[config.mk]
export PLATFORM = sky130hd
export DESIGN_NAME = pss_ctrl
export DESIGN_NICKNAME = d
export VERILOG_FILES = /design/src/rtl/pss_pkg.sv /design/src/rtl/pss_ctrl.sv
export SDC_FILE = /design/constraint.sdc
export NUM_CORES = 1
export LEC_CHECK = 0
export BUFFER_PORTS_ARGS = -buffer_cell sky130_fd_sc_hd__clkbuf_2
export CAP_MARGIN = 20
export CORE_AREA = 2 2 39 41
export DETAILED_ROUTE_END_ITERATION = 16
export DIE_AREA = 0 0 41 43
export GPL_ROUTABILITY_DRIVEN = 0
export HOLD_SLACK_MARGIN = 0.05
export SLEW_MARGIN = 20
export SYNTH_ARGS = -nofsm -noshare
export SYNTH_HDL_FRONTEND = slang
export SYNTH_SLANG_ARGS = --single-unit
[constraint.sdc]
create_clock -name clk -period 1.11 [get_ports clk]
set_clock_uncertainty 0.05 [all_clocks]
set_input_delay 0.2775 -clock clk [delete_from_list [all_inputs] [get_ports clk]]
set_output_delay 0.2775 -clock clk [all_outputs]
set_load 0.05 [all_outputs]
[src/rtl/pss_pkg.sv]
// Package for the positional sequence store: field widths, request and
// status codes, and the command and status structs between controller and datapath.
// No dependencies.
package pss_pkg;

    localparam int CAPACITY_DEF = 256;
    localparam int POS_W        = 9;
    localparam int VAL_W        = 64;
    localparam int TDATA_W      = 80;

    typedef enum logic [1:0] {
        REQ_APPEND = 2'd0,
        REQ_INSERT = 2'd1,
        REQ_DELETE = 2'd2,
        REQ_READ   = 2'd3
    } req_t;

    typedef enum logic [1:0] {
        ST_OK      = 2'd0,
        ST_FULL    = 2'd1,
        ST_RANGE   = 2'd2,
        ST_IGNORED = 2'd3
    } stat_t;

    typedef enum logic [3:0] {
        DP_NOP,
        DP_LATCH,
        DP_INIT_INS,
        DP_INIT_DEL,
        DP_SHIFT_RD,
        DP_SHIFT_WR,
        DP_PUT,
        DP_READ,
        DP_FINISH
    } dp_op_t;

    typedef struct packed {
        dp_op_t op;
        stat_t  st;
    } dp_cmd_t;

    typedef struct packed {
        req_t req;
        logic full;
        logic in_range;
        logic shift_done;
        logic out_free;
    } dp_stat_t;

endpackage

[src/rtl/pss_ctrl.sv]
// Controller state machine of the positional sequence store.
// Depends on pss_pkg for the command and status structs.
module pss_ctrl
    import pss_pkg::*;
(
    input  logic     clk,
    input  logic     rst_n,
    input  logic     in_valid,
    output logic     in_ready,
    input  dp_stat_t stat,
    output dp_cmd_t  cmd
);

    typedef enum logic [2:0] {
        S_IDLE,
        S_DECIDE,
        S_CHK,
        S_SHIFT_RD,
        S_SHIFT_WR,
        S_PUT,
        S_RD_WAIT,
        S_FINISH
    } state_t;

    state_t state_reg, state_next;
    stat_t  st_reg, st_next;

    always_comb
    begin
        state_next = state_reg;
        st_next    = st_reg;
        cmd.op     = DP_NOP;
        cmd.st     = st_reg;
        case (state_reg)
            S_IDLE:
            begin
                if (in_valid)
                begin
                    cmd.op     = DP_LATCH;
                    state_next = S_DECIDE;
                end
            end
            S_DECIDE:
            begin
                st_next = ST_OK;
                if (stat.req inside {REQ_APPEND, REQ_INSERT})
                begin
                    if (stat.full)
                    begin
                        st_next    = ST_FULL;
                        state_next = S_FINISH;
                    end
                    else
                    begin
                        cmd.op     = DP_INIT_INS;
                        state_next = S_CHK;
                    end
                end
                else if (stat.req == REQ_DELETE)
                begin
                    if (!stat.in_range)
                    begin
                        st_next    = ST_IGNORED;
                        state_next = S_FINISH;
                    end
                    else
                    begin
                        cmd.op     = DP_INIT_DEL;
                        state_next = S_CHK;
                    end
                end
                else
                begin
                    if (!stat.in_range)
                    begin
                        st_next    = ST_RANGE;
                        state_next = S_FINISH;
                    end
                    else
                    begin
                        cmd.op     = DP_READ;
                        state_next = S_RD_WAIT;
                    end
                end
            end
            S_CHK:
            begin
                if (!stat.shift_done)
                begin
                    state_next = S_SHIFT_RD;
                end
                else if (stat.req inside {REQ_APPEND, REQ_INSERT})
                begin
                    state_next = S_PUT;
                end
                else
                begin
                    state_next = S_FINISH;
                end
            end
            S_SHIFT_RD:
            begin
                cmd.op     = DP_SHIFT_RD;
                state_next = S_SHIFT_WR;
            end
            S_SHIFT_WR:
            begin
                cmd.op     = DP_SHIFT_WR;
                state_next = S_CHK;
            end
            S_PUT:
            begin
                cmd.op     = DP_PUT;
                state_next = S_FINISH;
            end
            S_RD_WAIT:
            begin
                state_next = S_FINISH;
            end
            S_FINISH:
            begin
                if (stat.out_free)
                begin
                    cmd.op     = DP_FINISH;
                    state_next = S_IDLE;
                end
            end
            default:
            begin
                state_next = S_IDLE;
            end
        endcase
    end

    always_ff @(posedge clk or negedge rst_n)
    begin
        if (!rst_n)
        begin
            state_reg <= S_IDLE;
            st_reg    <= ST_OK;
        end
        else
        begin
            state_reg <= state_next;
            st_reg    <= st_next;
        end
    end

    assign in_ready = (state_reg == S_IDLE);

endmodule

==> results.py, run 1 <==
metrics = {
    "sta": {
        "hold_viol": 0,
        "period_minus_slack_ps": 1600,
        "fin_ws_ps": -487,
        "min_period_over_period_pct": 144,
        "slew_violations": 0,
        "rsz0062_at_grt": "yes",
        "relSlewSlack_pct": 85.2,
        "setup-violations-final": 12,
        "worstMarginPinSlew_ps": 219,
        "fmax_mhz": 626,
    },
    "detailed_routing": {
        "vias_per_cell": 4.68,
        "wire_per_inst_um": 12.9,
        "first_pass_iters": 3,
        "num_vias": 468,
        "wirelength_um": 1290,
        "remaining_drc_errors": 0,
        "drtIter0Drc": 7,
        "ant_nets": 0,
    },
    "synth": {
        "ys_warn_count": 0,
        "synth_cell_type_count": 25,
        "ys_seq_area_share_pct": 34.0,
        "syn_nets": 50,
        "synth_area_per_cell_sq_um": 8.97,
        "syn_inst": 41,
        "synth-seq-cells": 5,
        "synth.cell_area_sq_um": 368,
    },
    "clocking": {
        "clk-insertion-delay-late_ps": 250,
        "cts_buffers": 3,
        "cts-root-buf": "clkbuf_4",
        "clk_pin_slew_ps": 50,
        "clock-sinks": 5,
        "cts_max_level": 1,
        "tritoncts": "built",
        "cts_buffer_depth": 2,
    },
    "pwr": {
        "leakagePower_nw": 0.387,
        "peakVddDrop_mv": 1.49,
        "power.total_mw": 2.72,
        "p_per_area_nw_per_um2": 3150,
    },
    "floorplanning": {
        "io_pins": 16,
        "start_util_pct": 26.6,
        "fp.coreArea_sq_um": 1380,
        "die_y_um": 43,
        "rows": 14,
        "die_w_um": 41,
        "dieArea_sq_um": 1760,
    },
    "cells_and_area": {
        "drive_gt1_share_pct": 75.0,
        "fillers": 123,
        "fin_util_pct": 62.5,
        "largest_reg_flops": 3,
        "num-nets-final": 94,
        "n_antenna_cell": 0,
        "area_delta_synth_final_pct": 135,
    },
    "place": {
        "hpwl_um": 875,
        "io_buffers": 15,
    },
    "setup_path": {
        "worstPathRequired_ps": 780,
        "crit_type": "register to primary output",
        "cp.arrival_ps": 1270,
        "crit_fanout": 6,
        "crit_path_end_kind": "primary output",
        "critical_path.startpoint_type": "register",
    },
    "global_routing": {
        "grtUsageTotal_pct": 18.5,
        "grt_pass1_vias": 448,
        "antenna_found_initial": 0,
        "grt_start_max_net_pins": 7,
        "grt_pass1_wl_um": 2010,
        "overflow": 0,
    },
    "flow_run": {
        "cap_violations": 0,
    },
    "run_status": {
        "violations": "negative setup slack",
        "outcome": "complete, but fails checks",
    },
    "hold_path": {
        "hp-class": "input pin to asynchronous set/reset pin",
    },
}
[final timing paths]
check / from / depth (start not counted) / end / slack, ps
max in group asynchronous: rst_n / 2 / state_reg[2] / 510
setup / recovery: state_reg[0] / 4 / cmd[4] / -490
setup reg to reg: state_reg[0] / 6 / state_reg[0] / -320
hold / removal: rst_n / 2 / state_reg[1] / 330
min in group clk: stat[3] / 3 / state_reg[2] / 370
hold reg to reg: st_reg[1] / 3 / st_reg[1] / 590
[cell families (layout without fill, tap and decap cells)]
| group | Yosys count | count (layout) | synth area share [%] |
|---|---|---|---|
| AOI/OAI and AO/OA | 14 | 14 | 26.2 |
| buffers and inverters | 4 | 47 | 8.50 |
| DFF | 5 | 5 | 34.0 |
| muxes | 1 | 1 | 4.08 |
| and+or+nand+nor | 17 | 17 | 27.2 |
[per-stage QoR]
stage          cell area [sq um]  cells  setup slack (ps)  TNS, ps  hold slack, ps
6_report                     865    100              -487    -3180             332
5_1_grt                      865    100              -553    -3750             346
4_1_cts                      805     98              -483    -3120             326
3_5_place_dp                 633     88              -360    -2500            58.4
3_3_place_gp                 633     88              -349    -2320            53.8
2_1_floorplan                425     41              -318    -1170           -68.1
[synthesized netlist by cell type]
cell type  instances  area [sq um]
dfrtp_1            5           125
nor2_1             4          15.0
nand2b_1           3          18.8
o21ai_0            3          15.0
a21oi_1            2          10.0
a31oi_1            2          12.5
buf_6              2          22.5
nand2_1            2          7.51
nor3_1             2          10.0
a211oi_1           1          7.51
a211oi_2           1          12.5
a221o_1            1          10.0
and4_1             1          8.76
buf_2              1          5.00
inv_1              1          3.75
mux2_4             1          15.0
nand2b_4           1          13.8
nand3_1            1          5.00
nand3b_1           1          7.51
nor2_2             1          6.26
o211ai_1           1          7.51
o21a_1             1          7.51
o22ai_1            1          6.26
o31ai_1            1          7.51
or2b_1             1          7.51
[critical path, cell delays in order, from the launching register on]
cell and delay (ps):
dfrtp_2 480, buf_4 160, nand2_1 60, o22ai_2 130, buf_8 170
[repair_timing]
item / in CTS / in global routing
cloned: 0 / 0
hold endpoints to repair: 5 / 0
hold buffers: 1 / 0
resized for setup: 27 / 14
buffers inserted: 5 / 2
setup endpoints to repair: 12 / 12
pin swaps: 1 / 2
[routing by layer]
metal  routed length [um]  GRT usage, %
met5                    0             0
met2                  663          27.5
met3                   63          8.38
met1                  533          21.2
met4                   27          10.0
[cells in the final DEF (no fill, tap or decap), drive strengths merged]
cell type	instances
dfrtp	5
a31oi	2
dlygate4sd3	1
clkbuf	12
or2b	1
nor3	2
buf	33
o21a	1
a21oi	2
nand2	2
nand3b	1
nor2	5
a211oi	2
nand3	1
o22ai	1
a221o	1
and4	1
o211ai	1
inv	1
o21ai	3
mux2	1
o31ai	1
nand2b	4
[cell type report]
class                   instances  area, sq um  area share, %
flip-flops and latches          5          129           14.9
inverters                       1         3.75          0.434
repair buffers                 42          370           42.8
well taps                      16         20.0           2.32
clock buffers                   4         26.3           3.04
multi-input cells              32          315           36.5
[report_power, final]
part           internal, mW  leakage (nW)  switching [mW]
Combinational          1.06         0.316            1.01
Sequential            0.283        0.0560           0.144
Clock                 0.137        0.0150          0.0891
Total                  1.48         0.387            1.24
(Power assumes the default switching activity.)
==> run 2, diff against run 1 <==
--- a/config.mk
+++ b/config.mk
@@ -12,7 +12,9 @@
 export DIE_AREA = 0 0 41 43
 export GPL_ROUTABILITY_DRIVEN = 0
 export HOLD_SLACK_MARGIN = 0.05
+export PLACE_DENSITY = 0.6
 export SLEW_MARGIN = 20
 export SYNTH_ARGS = -nofsm -noshare
 export SYNTH_HDL_FRONTEND = slang
 export SYNTH_SLANG_ARGS = --single-unit
+export TNS_END_PERCENT = 20
==> results.py, run 2 (synthesis results as in run 1) <==
metrics = {
    "detailed_routing": {
        "wirelength_um": 1090,
        "wire_per_inst_um": 11.9,
        "ant_nets": 0,
        "remaining_drc_errors": 0,
        "drtIter0Drc": 9,
        "first_pass_iters": 4,
        "vias_per_cell": 4.68,
        "num_vias": 426,
    },
    "floorplanning": {
        "io_pins": 16,
        "rows": 14,
        "fp.coreArea_sq_um": 1380,
        "die_y_um": 43,
        "start_util_pct": 26.6,
        "die_w_um": 41,
        "dieArea_sq_um": 1760,
    },
    "clocking": {
        "clk_pin_slew_ps": 50,
        "cts_max_level": 1,
        "tritoncts": "built",
        "clock-sinks": 5,
        "clk-insertion-delay-late_ps": 250,
        "cts_buffer_depth": 2,
        "cts-root-buf": "clkbuf_4",
        "cts_buffers": 3,
    },
    "cells_and_area": {
        "fin_area_sq_um": 742,
        "layout.cells.non_filler": 91,
        "layout_common_cells": "buf_4 (16), clkbuf_2 (8), buf_8 (5)",
        "largest_reg_flops": 3,
        "fillers": 128,
        "drive_gt1_share_pct": 68.0,
        "area_delta_synth_final_pct": 102,
        "n_antenna_cell": 0,
        "final_common_cell": "buf_4",
        "num-nets-final": 85,
    },
    "global_routing": {
        "grt_pass1_vias": 419,
        "grt_pass1_wl_um": 1830,
        "grtUsageTotal_pct": 16.3,
        "grt_start_max_net_pins": 11,
        "overflow": 0,
        "antenna_found_initial": 0,
    },
    "sta": {
        "worstMarginPinSlew_ps": 287,
        "fin_ws_ps": -494,
        "whs_ps": 321,
        "slew_violations": 0,
        "rsz0062_at_grt": "yes",
        "setup-violations-final": 11,
        "fmax_mhz": 623,
        "min_period_over_period_pct": 145,
        "period_minus_slack_ps": 1600,
        "hold_viol": 0,
        "relSlewSlack_pct": 80.7,
        "finalSetupTns_ps": -2680,
    },
    "setup_path": {
        "r2r_cells": 5,
        "crit_chain": "inv_2 -> nand3_2 -> a211oi_4 -> buf_8",
        "r2r_end": "state_reg[0]",
        "worstPathRequired_ps": 780,
        "crit_path_end_kind": "primary output",
        "cpPeakStageDelay_ps": 430,
        "critical_path.startpoint_type": "register",
        "cp_slowest_cell": "dfrtp_2",
        "crit_type": "register to primary output",
        "crit_fanout": 4,
        "r2r-start": "state_reg[0]",
        "cp-startpoint": "state_reg[2]",
        "cp.arrival_ps": 1280,
        "regToRegSetupSlack_ps": -190,
        "critPathCapture": "cmd[2]",
    },
    "pwr": {
        "power.total_mw": 2.31,
        "p_comb_share_pct": 72.5,
        "peakVddDrop_mv": 1.75,
        "pwr-share-clk_pct": 9.4,
        "power.switching_mw": 1.07,
        "leakagePower_nw": 0.334,
        "p_per_area_nw_per_um2": 3110,
        "p_seq_share_pct": 18.1,
        "power.internal_mw": 1.24,
        "switching_share_pct": 46.3,
    },
    "place": {
        "post-place-cells": 83,
        "dpl-instance-area_sq_um": 619,
        "hpwl_um": 793,
        "io_buffers": 15,
    },
    "flow_run": {
        "cap_violations": 0,
    },
    "hold_path": {
        "hp-class": "input pin to register",
    },
    "run_status": {
        "outcome": "complete, but fails checks",
        "violations": "negative setup slack",
    },
}
## run 2: changes by cell type in the layout (fill, tap and decap cells not counted), sizes merged
cell,previous run,this run
buf,33,24
## run 2: power by group through the flow
stage,logic (mW),clock network [mW],registers [mW]
floorplan,0.915,0,0.439
detailed placement,1.33,0,0.409
global route,1.78,0.244,0.431
global placement,1.34,0,0.406
CTS,1.55,0.225,0.417
finish,1.68,0.216,0.418
## run 2: layout make-up
class | count | area, sq um | share of cell area [%]
clock buffer | 4 | 26.3 | 3.54
inverter | 1 | 3.75 | 0.506
timing repair buffer | 33 | 297 | 40.0
multi-input combinational | 32 | 267 | 35.9
sequential | 5 | 129 | 17.4
tap | 16 | 20.0 | 2.70
## run 2: worst max-delay path: cells and delay by family (launching register included)
family / cells / cell delay, ps
flip-flops: 1 / 430
buffers and inverters: 2 / 280
AO/OA/AOI/OAI: 1 / 230
AND/OR/NAND/NOR: 1 / 90
## run 2: metal layers
| metal | GRT usage (%) | up-vias | part of all wire (%) |
|---|---|---|---|
| met5 | 0 | - | 0 |
| met4 | 14.0 | 0 | 1.4 |
| met3 | 3.14 | 2 | 3.4 |
| met2 | 23.1 | 11 | 55 |
| met1 | 19.8 | 196 | 40 |
| li1 | - | 217 | - |
## run 2: how the worst min path moves through the flow
stage          startpoint  slack, ps  cells after the start           end
2_1_floorplan       rst_n        -70                      0     st_reg[0]
3_3_place_gp        rst_n         60                      1     st_reg[1]
6_report          stat[0]        320                      3  state_reg[1]
3_5_place_dp        rst_n         60                      1     st_reg[1]
4_1_cts           stat[0]        320                      3  state_reg[1]
5_1_grt           stat[0]        320                      3  state_reg[1]
## run 2: timing repair
action	4_1_cts	5_1_grt
setup endpoints to repair	11	11
gates cloned	0	0
hold endpoints to repair	5	0
hold buffers	1	0
pin swaps	3	1
resized for setup	16	6
buffers inserted	1	2
## run 2: metrics by stage
| step | worst slack (ps) | util (%) |
|---|---|---|
| detailed placement | -343 | 44.8 |
| floorplan | -318 | - |
| global route | -542 | 53.6 |
| finish | -494 | 53.6 |
| global placement | -347 | 44.8 |
| CTS | -505 | 51.8 |
==> run 3, diff against run 2 <==
--- a/config.mk
+++ b/config.mk
@@ -12,7 +12,7 @@
 export DIE_AREA = 0 0 41 43
 export GPL_ROUTABILITY_DRIVEN = 0
 export HOLD_SLACK_MARGIN = 0.05
-export PLACE_DENSITY = 0.6
+export PLACE_DENSITY = 0.58
 export SLEW_MARGIN = 20
 export SYNTH_ARGS = -nofsm -noshare
 export SYNTH_HDL_FRONTEND = slang
==> constraint.sdc (replaced) <==
create_clock -name clk -period 1.6 [get_ports clk]
set_clock_uncertainty 0.05 [all_clocks]
set_input_delay 0.4 -clock clk [delete_from_list [all_inputs] [get_ports clk]]
set_output_delay 0.4 -clock clk [all_outputs]
set_load 0.05 [all_outputs]
==> results.py, run 3 (synthesis results as in run 1) <==
metrics = {
    "pwr": {
        "power.switching_uw": 703,
        "p_seq_share_pct": 18.5,
        "switching_share_pct": 47.0,
        "leakagePower_nw": 0.308,
        "pwr-share-clk_pct": 10.1,
        "p_per_area_nw_per_um2": 2180,
        "power.internal_uw": 792,
        "power.total_mw": 1.49,
        "p_comb_share_pct": 71.4,
        "peakVddDrop_mv": 1.27,
    },
    "place": {
        "io_buffers": 15,
        "hpwl_um": 726,
        "post-place-cells": 78,
    },
    "cells_and_area": {
        "layout.cells.non_filler": 87,
        "num-nets-final": 81,
        "area_delta_synth_final_pct": 86.7,
        "fin_util_pct": 49.6,
        "n_antenna_cell": 0,
        "layout_common_cells": "clkbuf_2 (10), buf_4 (9), buf_6 (4)",
        "largest_reg_flops": 3,
        "final_common_cell": "clkbuf_2",
        "drive_gt1_share_pct": 63.4,
    },
    "sta": {
        "period_minus_slack_ps": 1680,
        "fmax_mhz": 595,
        "finalSetupTns_ps": -274,
        "hold_viol": 0,
        "setup-violations-final": 5,
        "fin_ws_ps": -79.9,
        "worstMarginPinSlew_ps": 266,
        "min_period_over_period_pct": 105,
        "relSlewSlack_pct": 82.1,
        "rsz0062_at_grt": "yes",
        "slew_violations": 0,
    },
    "floorplanning": {
        "fp.coreArea_sq_um": 1380,
        "die_w_um": 41,
        "die_y_um": 43,
        "start_util_pct": 26.6,
        "rows": 14,
        "dieArea_sq_um": 1760,
        "io_pins": 16,
    },
    "clocking": {
        "clk_pin_slew_ps": 50,
        "clk-insertion-delay-late_ps": 250,
        "cts_buffer_depth": 2,
        "cts_max_level": 1,
        "cts-root-buf": "clkbuf_4",
        "tritoncts": "built",
        "cts_buffers": 3,
        "clock-sinks": 5,
    },
    "setup_path": {
        "critical_path.startpoint_type": "register",
        "worstPathRequired_ps": 1150,
        "crit_chain": "buf_6 -> and4_4 -> clkbuf_16",
        "crit_type": "register to primary output",
        "cpPeakStageDelay_ps": 410,
        "cp_slowest_cell": "dfrtp_1",
        "crit_path_end_kind": "primary output",
        "cp.arrival_ps": 1230,
        "crit_fanout": 8,
    },
    "global_routing": {
        "grt_pass1_wl_um": 1640,
        "overflow": 0,
        "grtUsageTotal_pct": 13.7,
        "antenna_found_initial": 0,
        "grt_start_max_net_pins": 9,
        "grt_pass1_vias": 390,
    },
    "run_status": {
        "violations": "negative setup slack",
        "outcome": "complete, but fails checks",
    },
    "flow_run": {
        "cap_violations": 0,
    },
    "detailed_routing": {
        "first_pass_iters": 3,
        "drtIter0Drc": 3,
        "wire_per_inst_um": 12.0,
        "ant_nets": 0,
        "num_vias": 410,
        "remaining_drc_errors": 0,
        "vias_per_cell": 4.71,
        "wirelength_um": 1040,
    },
    "hold_path": {
        "hp-class": "input pin to register",
    },
}
run 3: cell count changes in the layout (fill, tap and decap cells not counted), sizes merged:
cell	before	now
buf	24	15
clkbuf	12	17
run 3: final timing paths:
check | start | to | slack [ps] | cells past startpoint
worst max-delay path | state_reg[2] | cmd[5] | -80 | 3
worst min-delay path | in_valid | state_reg[0] | 360 | 2
worst max register to register | state_reg[1] | st_reg[0] | 250 | 4
worst min register to register | st_reg[1] | st_reg[1] | 460 | 2
max in group asynchronous | rst_n | state_reg[0] | 900 | 2
min in group asynchronous | rst_n | state_reg[2] | 450 | 2
run 3: critical path: cells and delay by family, from the launching register on:
| kind | cells | cell delay (ps) |
|---|---|---|
| flip-flops | 1 | 410 |
| buffers and inverters | 2 | 330 |
| AND/OR/NAND/NOR | 1 | 240 |
run 3: per-layer routing:
metal	up-vias	GRT usage, %	share of wire, %
li1	215	-	-
met1	180	19.2	47
met2	13	18.4	46
met3	2	1.57	4.8
met4	0	10.0	1.4
met5	-	0	0
run 3: stage by stage:
| stage | cell area (sq um) | setup slack, ps | hold WS (ps) |
|---|---|---|---|
| CTS | 662 | -72.0 | 361 |
| floorplan | 384 | -181 | 54.4 |
| detailed placement | 519 | -30.0 | 173 |
| global route | 687 | -161 | 369 |
| global placement | 519 | -27.2 | 171 |
| finish | 687 | -79.9 | 363 |
run 3: power groups by stage:
stage	Clock (mW)	Combinational (mW)	Sequential [mW]
after global placement	0	0.788	0.263
final	0.151	1.07	0.277
after floorplan	0	0.567	0.302
after global routing	0.166	1.14	0.285
after CTS	0.153	1.01	0.271
after detailed placement	0	0.796	0.265
run 3: cell type report:
type / count / area (sq um)
fillers: 142 / 697
well taps: 16 / 20.0
clock buffers: 4 / 26.3
inverters: 1 / 3.75
flip-flops and latches: 5 / 128
multi-input cells: 32 / 254
repair buffers: 29 / 255
run 3: what timing repair did:
item                       CTS  global route
hold buffers                 1             0
resized for setup           19             7
setup buffers                4             0
pin swaps                    2             3
hold endpoints to repair     5             0
setup endpoints to repair    5             5
